<file path="config.mk">
export PLATFORM = sky130hd
export DESIGN_NAME = motor_speed_command_controller_unit_flat
export DESIGN_NICKNAME = d
export VERILOG_FILES = /design/src/rtl/core/msc_pkg.sv /design/src/rtl/core/msc_if.sv /design/src/rtl/core/motor_speed_command_controller_unit.sv /design/src/flat_wrapper.sv
export SDC_FILE = /design/constraint.sdc
export NUM_CORES = 1
export LEC_CHECK = 0
export BUFFER_PORTS_ARGS = -buffer_cell sky130_fd_sc_hd__buf_2
export CAP_MARGIN = 10
export CORE_MARGIN = 1
export CORE_UTILIZATION = 25
export CTS_CLUSTER_DIAMETER = 40
export DETAILED_ROUTE_END_ITERATION = 10
export PLACE_DENSITY_LB_ADDON = 0.05
export SLEW_MARGIN = 40
export SYNTH_ARGS = -nofsm -noshare
export SYNTH_HDL_FRONTEND = slang
export SYNTH_SLANG_ARGS = --single-unit
</file>
<file path="constraint.sdc">
create_clock -name clk -period 5.16 [get_ports clk]
set_input_delay 0.258 -clock clk [delete_from_list [all_inputs] [get_ports clk]]
set_output_delay 0.258 -clock clk [all_outputs]
set_load 0.02 [all_outputs]
</file>
<file path="src/rtl/core/msc_pkg.sv">
`timescale 1ns / 1ps
// ---------------------------------------------------------------------------
// msc_pkg
// Shared types, codes and reset values of the motor speed command controller.
// ---------------------------------------------------------------------------
package msc_pkg;

  localparam int unsigned ID_W    = 11;
  localparam int unsigned LEN_W   = 4;
  localparam int unsigned BYTE_W  = 8;
  localparam int unsigned SPD_W   = 16;
  localparam int unsigned KIND_W  = 3;
  localparam int unsigned FUNC_W  = 2;
  localparam int unsigned CIDX_W  = 3;
  localparam int unsigned CDATA_W = 16;

  // item kinds
  localparam logic [FUNC_W-1:0] FUNC_FRAME  = 2'd0;
  localparam logic [FUNC_W-1:0] FUNC_TICK   = 2'd1;
  localparam logic [FUNC_W-1:0] FUNC_REPORT = 2'd2;

  // command codes
  localparam logic [BYTE_W-1:0] OP_SPEED  = 8'h30;
  localparam logic [BYTE_W-1:0] OP_DIR    = 8'h31;
  localparam logic [BYTE_W-1:0] OP_STOP   = 8'h32;
  localparam logic [BYTE_W-1:0] OP_STATUS = 8'h33;

  // result destinations
  localparam logic TGT_REPLY = 1'b0;
  localparam logic TGT_DRIVE = 1'b1;

  // reply kinds
  localparam logic [KIND_W-1:0] KIND_SPEED_ACK = 3'd0;
  localparam logic [KIND_W-1:0] KIND_DIR_ACK   = 3'd1;
  localparam logic [KIND_W-1:0] KIND_STOP_ACK  = 3'd2;
  localparam logic [KIND_W-1:0] KIND_STATUS    = 3'd3;
  localparam logic [KIND_W-1:0] KIND_ERROR     = 3'd4;

  // status codes
  localparam logic [BYTE_W-1:0] ST_OK      = 8'd0;
  localparam logic [BYTE_W-1:0] ST_EMPTY   = 8'd1;
  localparam logic [BYTE_W-1:0] ST_SHORT   = 8'd2;
  localparam logic [BYTE_W-1:0] ST_UNKNOWN = 8'd3;

  // configuration register indices
  localparam logic [CIDX_W-1:0] CFG_NODE_ADDR   = 3'd0;
  localparam logic [CIDX_W-1:0] CFG_MAX_SPEED   = 3'd1;
  localparam logic [CIDX_W-1:0] CFG_RAMP_STEP   = 3'd2;
  localparam logic [CIDX_W-1:0] CFG_RAMP_IVL    = 3'd3;
  localparam logic [CIDX_W-1:0] CFG_REFRESH_IVL = 3'd4;

  // configuration reset values
  localparam logic [ID_W-1:0]  RST_NODE_ADDR   = 11'h311;
  localparam logic [SPD_W-1:0] RST_MAX_SPEED   = 16'd1500;
  localparam logic [SPD_W-1:0] RST_RAMP_STEP   = 16'd30;
  localparam logic [SPD_W-1:0] RST_RAMP_IVL    = 16'd600;
  localparam logic [SPD_W-1:0] RST_REFRESH_IVL = 16'd300;

  localparam logic [SPD_W-1:0] TIMER_MAX  = 16'hFFFF;
  localparam logic [SPD_W-1:0] SPEED_MASK = 16'h7FFF;

  typedef struct packed {
    logic              target;
    logic [KIND_W-1:0] reply_kind;
    logic [SPD_W-1:0]  word_one;
    logic [SPD_W-1:0]  word_two;
    logic [BYTE_W-1:0] status_code;
    logic              clockwise;
    logic [SPD_W-1:0]  drive_speed;
    logic              last;
  } res_t;

  function automatic res_t mk_drive(input logic cw, input logic [SPD_W-1:0] spd);
    res_t r;
    r             = '0;
    r.target      = TGT_DRIVE;
    r.clockwise   = cw;
    r.drive_speed = spd;
    return r;
  endfunction

  function automatic res_t mk_reply(input logic [KIND_W-1:0] kind,
                                    input logic [SPD_W-1:0]  w1,
                                    input logic [SPD_W-1:0]  w2,
                                    input logic [BYTE_W-1:0] st);
    res_t r;
    r             = '0;
    r.target      = TGT_REPLY;
    r.reply_kind  = kind;
    r.word_one    = w1;
    r.word_two    = w2;
    r.status_code = st;
    return r;
  endfunction

endpackage

</file>
<file path="src/rtl/core/msc_if.sv">
`timescale 1ns / 1ps
// ---------------------------------------------------------------------------
// msc_if
// Valid/ready channels of the controller: input items, results, configuration.
// ---------------------------------------------------------------------------
interface msc_in_if import msc_pkg::*; ();
  logic              valid;
  logic              ready;
  logic [FUNC_W-1:0] func;
  logic [ID_W-1:0]   frame_id;
  logic [LEN_W-1:0]  frame_length;
  logic [BYTE_W-1:0] opcode_byte;
  logic [BYTE_W-1:0] arg_high;
  logic [BYTE_W-1:0] arg_low;
  logic [SPD_W-1:0]  reported_speed;
  logic [BYTE_W-1:0] reported_fault;

  modport source (output valid, func, frame_id, frame_length, opcode_byte, arg_high,
                  arg_low, reported_speed, reported_fault, input ready);
  modport sink   (input valid, func, frame_id, frame_length, opcode_byte, arg_high,
                  arg_low, reported_speed, reported_fault, output ready);
endinterface

interface msc_out_if import msc_pkg::*; ();
  logic              valid;
  logic              ready;
  logic              target;
  logic [KIND_W-1:0] reply_kind;
  logic [SPD_W-1:0]  word_one;
  logic [SPD_W-1:0]  word_two;
  logic [BYTE_W-1:0] status_code;
  logic              clockwise;
  logic [SPD_W-1:0]  drive_speed;
  logic              last;

  modport source (output valid, target, reply_kind, word_one, word_two, status_code,
                  clockwise, drive_speed, last, input ready);
  modport sink   (input valid, target, reply_kind, word_one, word_two, status_code,
                  clockwise, drive_speed, last, output ready);
endinterface

interface msc_cfg_if import msc_pkg::*; ();
  logic               valid;
  logic               ready;
  logic [CIDX_W-1:0]  idx;
  logic [CDATA_W-1:0] data;

  modport source (output valid, idx, data, input ready);
  modport sink   (input valid, idx, data, output ready);
endinterface

</file>
<file path="src/rtl/core/motor_speed_command_controller_unit.sv">
`timescale 1ns / 1ps
// ---------------------------------------------------------------------------
// motor_speed_command_controller_unit
// Motor speed command controller: command frames, ticks and inverter reports.
// ---------------------------------------------------------------------------
// Each input transaction is decoded in the cycle it is accepted: the state is
// updated at that edge and its zero, one or two results are written into a
// two-entry result register. Results leave one per cycle while out_ch.ready
// is high, a drive command ahead of its reply, with last set on the final
// result of the transaction. An item that gives one result or none can be
// followed by a new transaction in the next cycle; one that gives two holds
// off the next transaction until its first result has left. The result
// register count is what sets this limit. in_ch.ready depends on out_ch.ready
// only while a single result is left. The configuration port is always ready;
// writes to indices beyond the register list are dropped.
// ---------------------------------------------------------------------------
module motor_speed_command_controller_unit import msc_pkg::*; (
  input  logic      clk,
  input  logic      rst_n,
  msc_in_if.sink    in_ch,
  msc_out_if.source out_ch,
  msc_cfg_if.sink   cfg_ch
);

  // configuration registers
  logic [ID_W-1:0]  node_addr_r;
  logic [SPD_W-1:0] max_speed_r;
  logic [SPD_W-1:0] ramp_step_r;
  logic [SPD_W-1:0] ramp_ivl_r;
  logic [SPD_W-1:0] refresh_ivl_r;

  // controller state
  logic [SPD_W-1:0]  set_speed_r,     set_speed_nxt;
  logic [SPD_W-1:0]  goal_speed_r,    goal_speed_nxt;
  logic              dir_cw_r,        dir_cw_nxt;
  logic              ramping_r,       ramping_nxt;
  logic [SPD_W-1:0]  ramp_timer_r,    ramp_timer_nxt;
  logic [SPD_W-1:0]  refresh_timer_r, refresh_timer_nxt;
  logic [SPD_W-1:0]  actual_speed_r,  actual_speed_nxt;
  logic [BYTE_W-1:0] fault_r,         fault_nxt;

  // result register: slot 0 is at the output
  res_t       slot0_r, slot1_r;
  logic [1:0] cnt_r;

  res_t       res0, res1;
  logic [1:0] res_cnt;

  logic in_fire, out_fire;

  // working values of the decode
  logic [SPD_W-1:0] req;
  logic [SPD_W-1:0] clamped;
  logic [SPD_W:0]   ramp_floor;
  logic [SPD_W-1:0] ramp_t_inc;
  logic [SPD_W-1:0] ref_t_inc;
  logic [SPD_W-1:0] step_speed;
  logic             frame_ok;

  // handshake
  assign cfg_ch.ready = 1'b1;
  assign in_ch.ready  = (cnt_r == 2'd0) || ((cnt_r == 2'd1) && out_ch.ready);
  assign in_fire      = in_ch.valid && in_ch.ready;
  assign out_fire     = out_ch.valid && out_ch.ready;

  assign out_ch.valid       = (cnt_r != 2'd0);
  assign out_ch.target      = slot0_r.target;
  assign out_ch.reply_kind  = slot0_r.reply_kind;
  assign out_ch.word_one    = slot0_r.word_one;
  assign out_ch.word_two    = slot0_r.word_two;
  assign out_ch.status_code = slot0_r.status_code;
  assign out_ch.clockwise   = slot0_r.clockwise;
  assign out_ch.drive_speed = slot0_r.drive_speed;
  assign out_ch.last        = slot0_r.last;

  // decode of one transaction
  always_comb begin
    set_speed_nxt     = set_speed_r;
    goal_speed_nxt    = goal_speed_r;
    dir_cw_nxt        = dir_cw_r;
    ramping_nxt       = ramping_r;
    ramp_timer_nxt    = ramp_timer_r;
    refresh_timer_nxt = refresh_timer_r;
    actual_speed_nxt  = actual_speed_r;
    fault_nxt         = fault_r;
    res0              = '0;
    res1              = '0;
    res_cnt           = 2'd0;

    req        = {in_ch.arg_high, in_ch.arg_low};
    clamped    = (req > max_speed_r) ? max_speed_r : req;
    // goal plus step, kept unwrapped
    ramp_floor = {1'b0, goal_speed_r} + {1'b0, ramp_step_r};
    ramp_t_inc = (ramp_timer_r == TIMER_MAX) ? ramp_timer_r : ramp_timer_r + 16'd1;
    ref_t_inc  = (refresh_timer_r == TIMER_MAX) ? refresh_timer_r : refresh_timer_r + 16'd1;
    step_speed = set_speed_r;
    frame_ok   = (in_ch.frame_id == node_addr_r);

    case (in_ch.func)
      FUNC_FRAME: begin
        if (frame_ok) begin
          if (in_ch.frame_length == 4'd0) begin
            res0    = mk_reply(KIND_ERROR, '0, '0, ST_EMPTY);
            res_cnt = 2'd1;
          end else begin
            case (in_ch.opcode_byte)
              OP_SPEED: begin
                if (in_ch.frame_length >= 4'd3) begin
                  goal_speed_nxt = clamped;
                  if (clamped < set_speed_r) begin
                    // lower speed: ramp down, ack only
                    ramping_nxt    = 1'b1;
                    ramp_timer_nxt = '0;
                    res0           = mk_reply(KIND_SPEED_ACK, req, '0, ST_OK);
                    res_cnt        = 2'd1;
                  end else begin
                    set_speed_nxt = clamped;
                    ramping_nxt   = 1'b0;
                    res0          = mk_drive(dir_cw_r, clamped);
                    res1          = mk_reply(KIND_SPEED_ACK, req, '0, ST_OK);
                    res_cnt       = 2'd2;
                  end
                end else begin
                  res0    = mk_reply(KIND_ERROR, '0, '0, ST_SHORT);
                  res_cnt = 2'd1;
                end
              end
              OP_DIR: begin
                if (in_ch.frame_length >= 4'd2) begin
                  dir_cw_nxt = (in_ch.arg_high != 8'd0);
                  res0       = mk_drive(dir_cw_nxt, set_speed_r);
                  res1       = mk_reply(KIND_DIR_ACK, {15'd0, dir_cw_nxt}, '0, ST_OK);
                  res_cnt    = 2'd2;
                end else begin
                  res0    = mk_reply(KIND_ERROR, '0, '0, ST_SHORT);
                  res_cnt = 2'd1;
                end
              end
              OP_STOP: begin
                set_speed_nxt  = '0;
                goal_speed_nxt = '0;
                ramping_nxt    = 1'b0;
                res0           = mk_drive(dir_cw_r, '0);
                res1           = mk_reply(KIND_STOP_ACK, '0, '0, ST_OK);
                res_cnt        = 2'd2;
              end
              OP_STATUS: begin
                res0    = mk_reply(KIND_STATUS, actual_speed_r,
                                   {dir_cw_r, set_speed_r[SPD_W-2:0]}, fault_r);
                res_cnt = 2'd1;
              end
              default: begin
                res0    = mk_reply(KIND_ERROR, '0, '0, ST_UNKNOWN);
                res_cnt = 2'd1;
              end
            endcase
          end
        end
      end
      FUNC_TICK: begin
        if (ramping_r) begin
          ramp_timer_nxt = ramp_t_inc;
          if (ramp_t_inc > ramp_ivl_r) begin
            ramp_timer_nxt = '0;
            if ({1'b0, set_speed_r} > ramp_floor) begin
              step_speed = set_speed_r - ramp_step_r;
            end else begin
              step_speed  = goal_speed_r;
              ramping_nxt = 1'b0;
            end
            set_speed_nxt = step_speed;
            res0          = mk_drive(dir_cw_r, step_speed);
            res_cnt       = 2'd1;
          end
        end
        refresh_timer_nxt = ref_t_inc;
        if (ref_t_inc > refresh_ivl_r) begin
          refresh_timer_nxt = '0;
          // refresh goes after any ramp step drive
          if (res_cnt == 2'd1) begin
            res1    = mk_drive(dir_cw_r, step_speed);
            res_cnt = 2'd2;
          end else begin
            res0    = mk_drive(dir_cw_r, step_speed);
            res_cnt = 2'd1;
          end
        end
      end
      FUNC_REPORT: begin
        actual_speed_nxt = in_ch.reported_speed;
        fault_nxt        = in_ch.reported_fault;
      end
      default: begin
      end
    endcase

    res0.last = (res_cnt == 2'd1);
    res1.last = 1'b1;
  end

  // configuration writes
  always_ff @(posedge clk) begin
    if (!rst_n) begin
      node_addr_r   <= RST_NODE_ADDR;
      max_speed_r   <= RST_MAX_SPEED;
      ramp_step_r   <= RST_RAMP_STEP;
      ramp_ivl_r    <= RST_RAMP_IVL;
      refresh_ivl_r <= RST_REFRESH_IVL;
    end else if (cfg_ch.valid) begin
      case (cfg_ch.idx)
        CFG_NODE_ADDR:   node_addr_r   <= cfg_ch.data[ID_W-1:0];
        CFG_MAX_SPEED:   max_speed_r   <= cfg_ch.data;
        CFG_RAMP_STEP:   ramp_step_r   <= cfg_ch.data;
        CFG_RAMP_IVL:    ramp_ivl_r    <= cfg_ch.data;
        CFG_REFRESH_IVL: refresh_ivl_r <= cfg_ch.data;
        default: begin
        end
      endcase
    end
  end

  // controller state, updated once per accepted transaction
  always_ff @(posedge clk) begin
    if (!rst_n) begin
      set_speed_r     <= '0;
      goal_speed_r    <= '0;
      dir_cw_r        <= 1'b0;
      ramping_r       <= 1'b0;
      ramp_timer_r    <= '0;
      refresh_timer_r <= '0;
      actual_speed_r  <= '0;
      fault_r         <= '0;
    end else if (in_fire) begin
      set_speed_r     <= set_speed_nxt;
      goal_speed_r    <= goal_speed_nxt;
      dir_cw_r        <= dir_cw_nxt;
      ramping_r       <= ramping_nxt;
      ramp_timer_r    <= ramp_timer_nxt;
      refresh_timer_r <= refresh_timer_nxt;
      actual_speed_r  <= actual_speed_nxt;
      fault_r         <= fault_nxt;
    end
  end

  // result count; a push only happens once the register is empty or draining
  always_ff @(posedge clk) begin
    if (!rst_n) begin
      cnt_r <= 2'd0;
    end else if (in_fire) begin
      cnt_r <= res_cnt;
    end else if (out_fire) begin
      cnt_r <= cnt_r - 2'd1;
    end
  end

  always_ff @(posedge clk) begin
    if (in_fire) begin
      slot0_r <= res0;
      slot1_r <= res1;
    end else if (out_fire) begin
      slot0_r <= slot1_r;
    end
  end

endmodule

</file>
<file path="src/flat_wrapper.sv">
// flat-port wrapper written by rule: the top's interface ports become plain ports
module motor_speed_command_controller_unit_flat import msc_pkg::*;
  (clk, rst_n, in_ch_valid, in_ch_func, in_ch_frame_id, in_ch_frame_length, in_ch_opcode_byte, in_ch_arg_high, in_ch_arg_low, in_ch_reported_speed, in_ch_reported_fault, in_ch_ready, out_ch_valid, out_ch_target, out_ch_reply_kind, out_ch_word_one, out_ch_word_two, out_ch_status_code, out_ch_clockwise, out_ch_drive_speed, out_ch_last, out_ch_ready, cfg_ch_valid, cfg_ch_idx, cfg_ch_data, cfg_ch_ready);
  msc_in_if in_ch_i ();
  msc_out_if out_ch_i ();
  msc_cfg_if cfg_ch_i ();
  input  logic clk;
  input  logic rst_n;
  input wire logic [$bits(in_ch_i.valid)-1:0] in_ch_valid;
  input wire logic [$bits(in_ch_i.func)-1:0] in_ch_func;
  input wire logic [$bits(in_ch_i.frame_id)-1:0] in_ch_frame_id;
  input wire logic [$bits(in_ch_i.frame_length)-1:0] in_ch_frame_length;
  input wire logic [$bits(in_ch_i.opcode_byte)-1:0] in_ch_opcode_byte;
  input wire logic [$bits(in_ch_i.arg_high)-1:0] in_ch_arg_high;
  input wire logic [$bits(in_ch_i.arg_low)-1:0] in_ch_arg_low;
  input wire logic [$bits(in_ch_i.reported_speed)-1:0] in_ch_reported_speed;
  input wire logic [$bits(in_ch_i.reported_fault)-1:0] in_ch_reported_fault;
  output wire logic [$bits(in_ch_i.ready)-1:0] in_ch_ready;
  output wire logic [$bits(out_ch_i.valid)-1:0] out_ch_valid;
  output wire logic [$bits(out_ch_i.target)-1:0] out_ch_target;
  output wire logic [$bits(out_ch_i.reply_kind)-1:0] out_ch_reply_kind;
  output wire logic [$bits(out_ch_i.word_one)-1:0] out_ch_word_one;
  output wire logic [$bits(out_ch_i.word_two)-1:0] out_ch_word_two;
  output wire logic [$bits(out_ch_i.status_code)-1:0] out_ch_status_code;
  output wire logic [$bits(out_ch_i.clockwise)-1:0] out_ch_clockwise;
  output wire logic [$bits(out_ch_i.drive_speed)-1:0] out_ch_drive_speed;
  output wire logic [$bits(out_ch_i.last)-1:0] out_ch_last;
  input wire logic [$bits(out_ch_i.ready)-1:0] out_ch_ready;
  input wire logic [$bits(cfg_ch_i.valid)-1:0] cfg_ch_valid;
  input wire logic [$bits(cfg_ch_i.idx)-1:0] cfg_ch_idx;
  input wire logic [$bits(cfg_ch_i.data)-1:0] cfg_ch_data;
  output wire logic [$bits(cfg_ch_i.ready)-1:0] cfg_ch_ready;
  assign in_ch_i.valid = in_ch_valid;
  assign in_ch_i.func = in_ch_func;
  assign in_ch_i.frame_id = in_ch_frame_id;
  assign in_ch_i.frame_length = in_ch_frame_length;
  assign in_ch_i.opcode_byte = in_ch_opcode_byte;
  assign in_ch_i.arg_high = in_ch_arg_high;
  assign in_ch_i.arg_low = in_ch_arg_low;
  assign in_ch_i.reported_speed = in_ch_reported_speed;
  assign in_ch_i.reported_fault = in_ch_reported_fault;
  assign in_ch_ready = in_ch_i.ready;
  assign out_ch_valid = out_ch_i.valid;
  assign out_ch_target = out_ch_i.target;
  assign out_ch_reply_kind = out_ch_i.reply_kind;
  assign out_ch_word_one = out_ch_i.word_one;
  assign out_ch_word_two = out_ch_i.word_two;
  assign out_ch_status_code = out_ch_i.status_code;
  assign out_ch_clockwise = out_ch_i.clockwise;
  assign out_ch_drive_speed = out_ch_i.drive_speed;
  assign out_ch_last = out_ch_i.last;
  assign out_ch_i.ready = out_ch_ready;
  assign cfg_ch_i.valid = cfg_ch_valid;
  assign cfg_ch_i.idx = cfg_ch_idx;
  assign cfg_ch_i.data = cfg_ch_data;
  assign cfg_ch_ready = cfg_ch_i.ready;
  motor_speed_command_controller_unit u_core (.clk(clk), .rst_n(rst_n), .in_ch(in_ch_i), .out_ch(out_ch_i), .cfg_ch(cfg_ch_i));
endmodule
</file>
==> summary.md <==
| Metric | Value |
|---|---|
| IO Port Bufs | 152 |
| Number of synthesized register bits | 265 |
| Ys flop type | dfxtp_1 |
| Initial Utilization | 25.3% |
| Cell Area, Synth | 0.0149 mm^2 |
| Clock share of power | 54.7% |
| First-pass GRT wire length | 83300 um |
| Worst Path Required | 5580 ps |
| Final WL | 55100 um |
| Internal power | 5.63 mW |
| Switch Pwr | 2.03 mW |
| Drt first pass iters | 5 |
| Min-delay worst type | input port to register |
| Die H | 246 um |
| HPWL Detailed | 40700 um |
| DRC viols | 0 |
| Commonest cells post-synth | nand2_1, dfxtp_1, a21oi_1 |
| Reg2Reg Setup Slack | 260 ps |
| Final-report hold violation count | 0 |
| Outcome | finished clean |
| Die area | 0.0607 mm^2 |
| Crit share post-route | 95.0% |
| Max frequency | 204 MHz |
| Tightest Pin Transition | 799 ps |
| LEAKAGE | 8.13 nW |
| Vias in the first global route | 13461 |
| Most common cell in the netlist | nand2_1 |
| Syn avg cell area | 8.77 um^2 |
| CP endpoint | u_core.ramp_timer_r[2] |
| I/O pin cnt | 154 |
| Peak supply drop | 0.000197 V |
| CP endpoint kind | register |
| Fin Clk Skew | 28.1 ps |
| DP Cell Count | 2620 |
| Area grow syn2layout | 31.3% |
| Rel. slew slack | 46.7% |
| Final-report setup violation count | 0 |
| Async S/R FF share, synth | 0% |
| Antenna cells | 0 |
| Routed vias | 13388 |
| Logic pwr share | 13.2% |
| Max capacitance violation total | 0 |
| Rows | 89 |
| Clock sinks | 265 |
| CP Launch Point | u_core.max_speed_r[15] |
| Worst r2r src | u_core.max_speed_r[15] |
| CORE AREA | 0.0590 mm^2 |
| Routed Antenna Nets | 0 |
| Seq/Total Area, Yosys | 42.1% |
| Min Tclk post-route | 4900 ps |
| Synth area leaders | dfxtp_1, edfxtp_1, ha_1 |
| TritonCTS Buffers | 66 |
| Sequential share of power | 32.1% |
| PD cells | 391 mW/mm^2 |
| Synth Warn # | 0 |
| Initial DRC Count | 689 |
| Congestion Overflow GR | 0 |
| CTS max path bufs | 3 |
| Total Routing Usage GR | 18.3% |
| WS Path Type | register to register |
| Die X | 246 um |
| Switch share | 26.5% |
| Number of library cell types mapped by synthesis | 75 |
| Final-report max-slew violation count | 0 |
| Total power | 7.66 mW |
| Syn Inst Count | 1701 |
| Post-synth EDFFs | 98 |
| R2R cell count | 21 |
| Largest net degree at the start of global routing | 58 |
| Crit path max fanout | 11 |
| Share of cells above drive strength 1 | 18.7% |
| Synth top area share | 22.4% |
| Vias per inst | 4.83 |
| Initial antenna violation count | 0 |
| CTS tree | done |
| Final hold slack | 41.3 ps |
| Fin cells | 2769 |
| Largest area contributor in the netlist | dfxtp_1 |
| Reg2Reg Capture Point | u_core.ramp_timer_r[2] |
| Post-synth net total | 1908 |
| Clock Latency Late Sink | 580 ps |
| WP data arrival | 5320 ps |
| Cell chosen for the clock root | clkbuf_16 |
| Final GP Congestion | 0.825 |
| Nets | 2152 |
| CP Launch Type | register |
| Clock slew at reported path FFs | 40 ps |
| Avg WL per Cell | 19.9 um |
| H-tree Lvls | 3 |
| RSZ-0062 raised after global routing | false |
state kept, by name (all words and copies together), names as in the netlist:
| name | cells |
|---|---|
| u_core.slot1_r | 36 |
| u_core.actual_speed_r | 16 |
| u_core.goal_speed_r | 16 |
| u_core.max_speed_r | 16 |
| u_core.out_ch.drive_speed | 16 |
| u_core.out_ch.word_one | 16 |
| u_core.out_ch.word_two | 16 |
| u_core.ramp_ivl_r | 16 |
| u_core.ramp_step_r | 16 |
| u_core.ramp_timer_r | 16 |
| u_core.refresh_ivl_r | 16 |
| u_core.refresh_timer_r | 16 |
| u_core.set_speed_r | 16 |
| u_core.node_addr_r | 11 |
| u_core.fault_r | 8 |
| u_core.out_ch.status_code | 8 |
| u_core.out_ch.reply_kind | 3 |
| u_core.cnt_r | 2 |
| u_core.dir_cw_r | 1 |
| u_core.out_ch.clockwise | 1 |
| u_core.out_ch.last | 1 |
| u_core.out_ch.target | 1 |
| u_core.ramping_r | 1 |
how the worst min path moves through the flow:
stage	slack [ps]	startpoint	end	cells past startpoint
final	40	cfg_ch_data[11]	u_core.ramp_ivl_r[11]	3
after global routing	30	cfg_ch_data[13]	u_core.refresh_ivl_r[13]	3
after CTS	8	cfg_ch_data[12]	u_core.ramp_ivl_r[12]	3
after detailed placement	440	u_core.fault_r[7]	u_core.fault_r[7]	2
after global placement	440	u_core.fault_r[3]	u_core.fault_r[3]	2
after floorplan	380	cfg_ch_data[0]	u_core.node_addr_r[0]	2
worst max-delay path, cell delays in order, from the launching register on:
cell and delay, ps:
dfxtp_1 340, inv_1 50, ha_1 310, nand4_2 180, or4_4 600, a21o_1 210, nand3_1 90, o21ai_1 60
buf_4 200, mux2i_1 360, inv_1 90, ha_1 280, o21ai_0 70, nand2b_1 80, a21oi_1 60, o21ai_0 280
o311ai_4 180, a221oi_2 610, nand2b_1 270, buf_4 180, mux2i_1 180, nor3_1 50
power groups by stage:
stage	Combinational [mW]	Clock, mW	Sequential (mW)
after floorplan	0.450	0	2.61
after global placement	1.00	0	2.50
after detailed placement	1.00	0	2.50
after CTS	1.02	4.29	2.46
after global routing	1.11	4.39	2.48
final	1.01	4.19	2.46
stage by stage:
step / setup WS [ps] / setup TNS (ps) / utilization, % / instance area [um^2]
after floorplan: 148 / 0 / - / 14900
after global placement: 109 / 0 / 28.8 / 17000
after detailed placement: -9.37 / -9.37 / 28.8 / 17000
after CTS: 109 / 0 / 33.1 / 19500
after global routing: 10.2 / 0 / 33.2 / 19600
final: 260 / 0 / 33.2 / 19600
what timing repair did:
item | 4_1_cts | 5_1_grt
gates cloned | 0 | 1
gates resized for setup | 1 | 15
hold endpoints to repair | 32 | 0
hold buffers | 29 | 0
endpoints found under the setup margin | 3 | 53
pin swaps | 0 | 1
buffers inserted | 0 | 0
placed cells by master (no fill, tap or decap), drive strengths merged, types with 5 or more instances in the layout:
master       synthesis  layout
nand2              251     251
buf                  9     227
dfxtp              167     167
a21oi              161     161
inv                129     135
ha                 116     116
nor2               113     113
edfxtp              98      98
clkbuf              72      88
o21ai               63      63
nand3               44      44
and2                41      41
xnor2               38      38
nor3                37      37
mux2i               33      33
dlygate4sd3          0      29
o211ai              26      26
o22ai               26      26
nand4               25      25
a222oi              24      24
a21o                24      24
xor2                19      19
a22oi               19      19
a22o                15      15
clkinv               1      15
a31oi               13      13
and3                13      13
nand2b              11      11
nor2b                9       9
o221ai               9       9
or3                  7       8
o21a                 7       7
bufinv               0       7
a211oi               7       7
nor4                 7       7
or4                  7       7
and4                 5       5
o21bai               5       5
or3b                 5       5
kinds of logic after synthesis:
logic type / after synthesis / share of synthesized area, %
flops: 265 / 42.1
other cells: 1 / 0.0251
buf+inv: 211 / 5.38
mux: 37 / 2.52
xor+xnor: 57 / 3.35
compound gates: 425 / 18.3
fa+ha+maj: 118 / 9.99
simple gates: 587 / 18.3
cell type report:
class | instances | area (um^2)
inverters | 130 | 490
multi-input cells | 1226 | 7920
flip-flops and latches | 265 | 6290
clock buffers | 88 | 1880
fillers | 6218 | 39400
repair buffers | 256 | 1690
well taps | 773 | 967
clock inverters | 31 | 367
layer usage:
layer	track usage, %	part of all wire [%]
met3	3.28	4.2
met4	6.15	3.0
met1	24.6	47
met2	29.3	45
met5	0	0
Note: power is estimated with default switching activity, not from simulation.
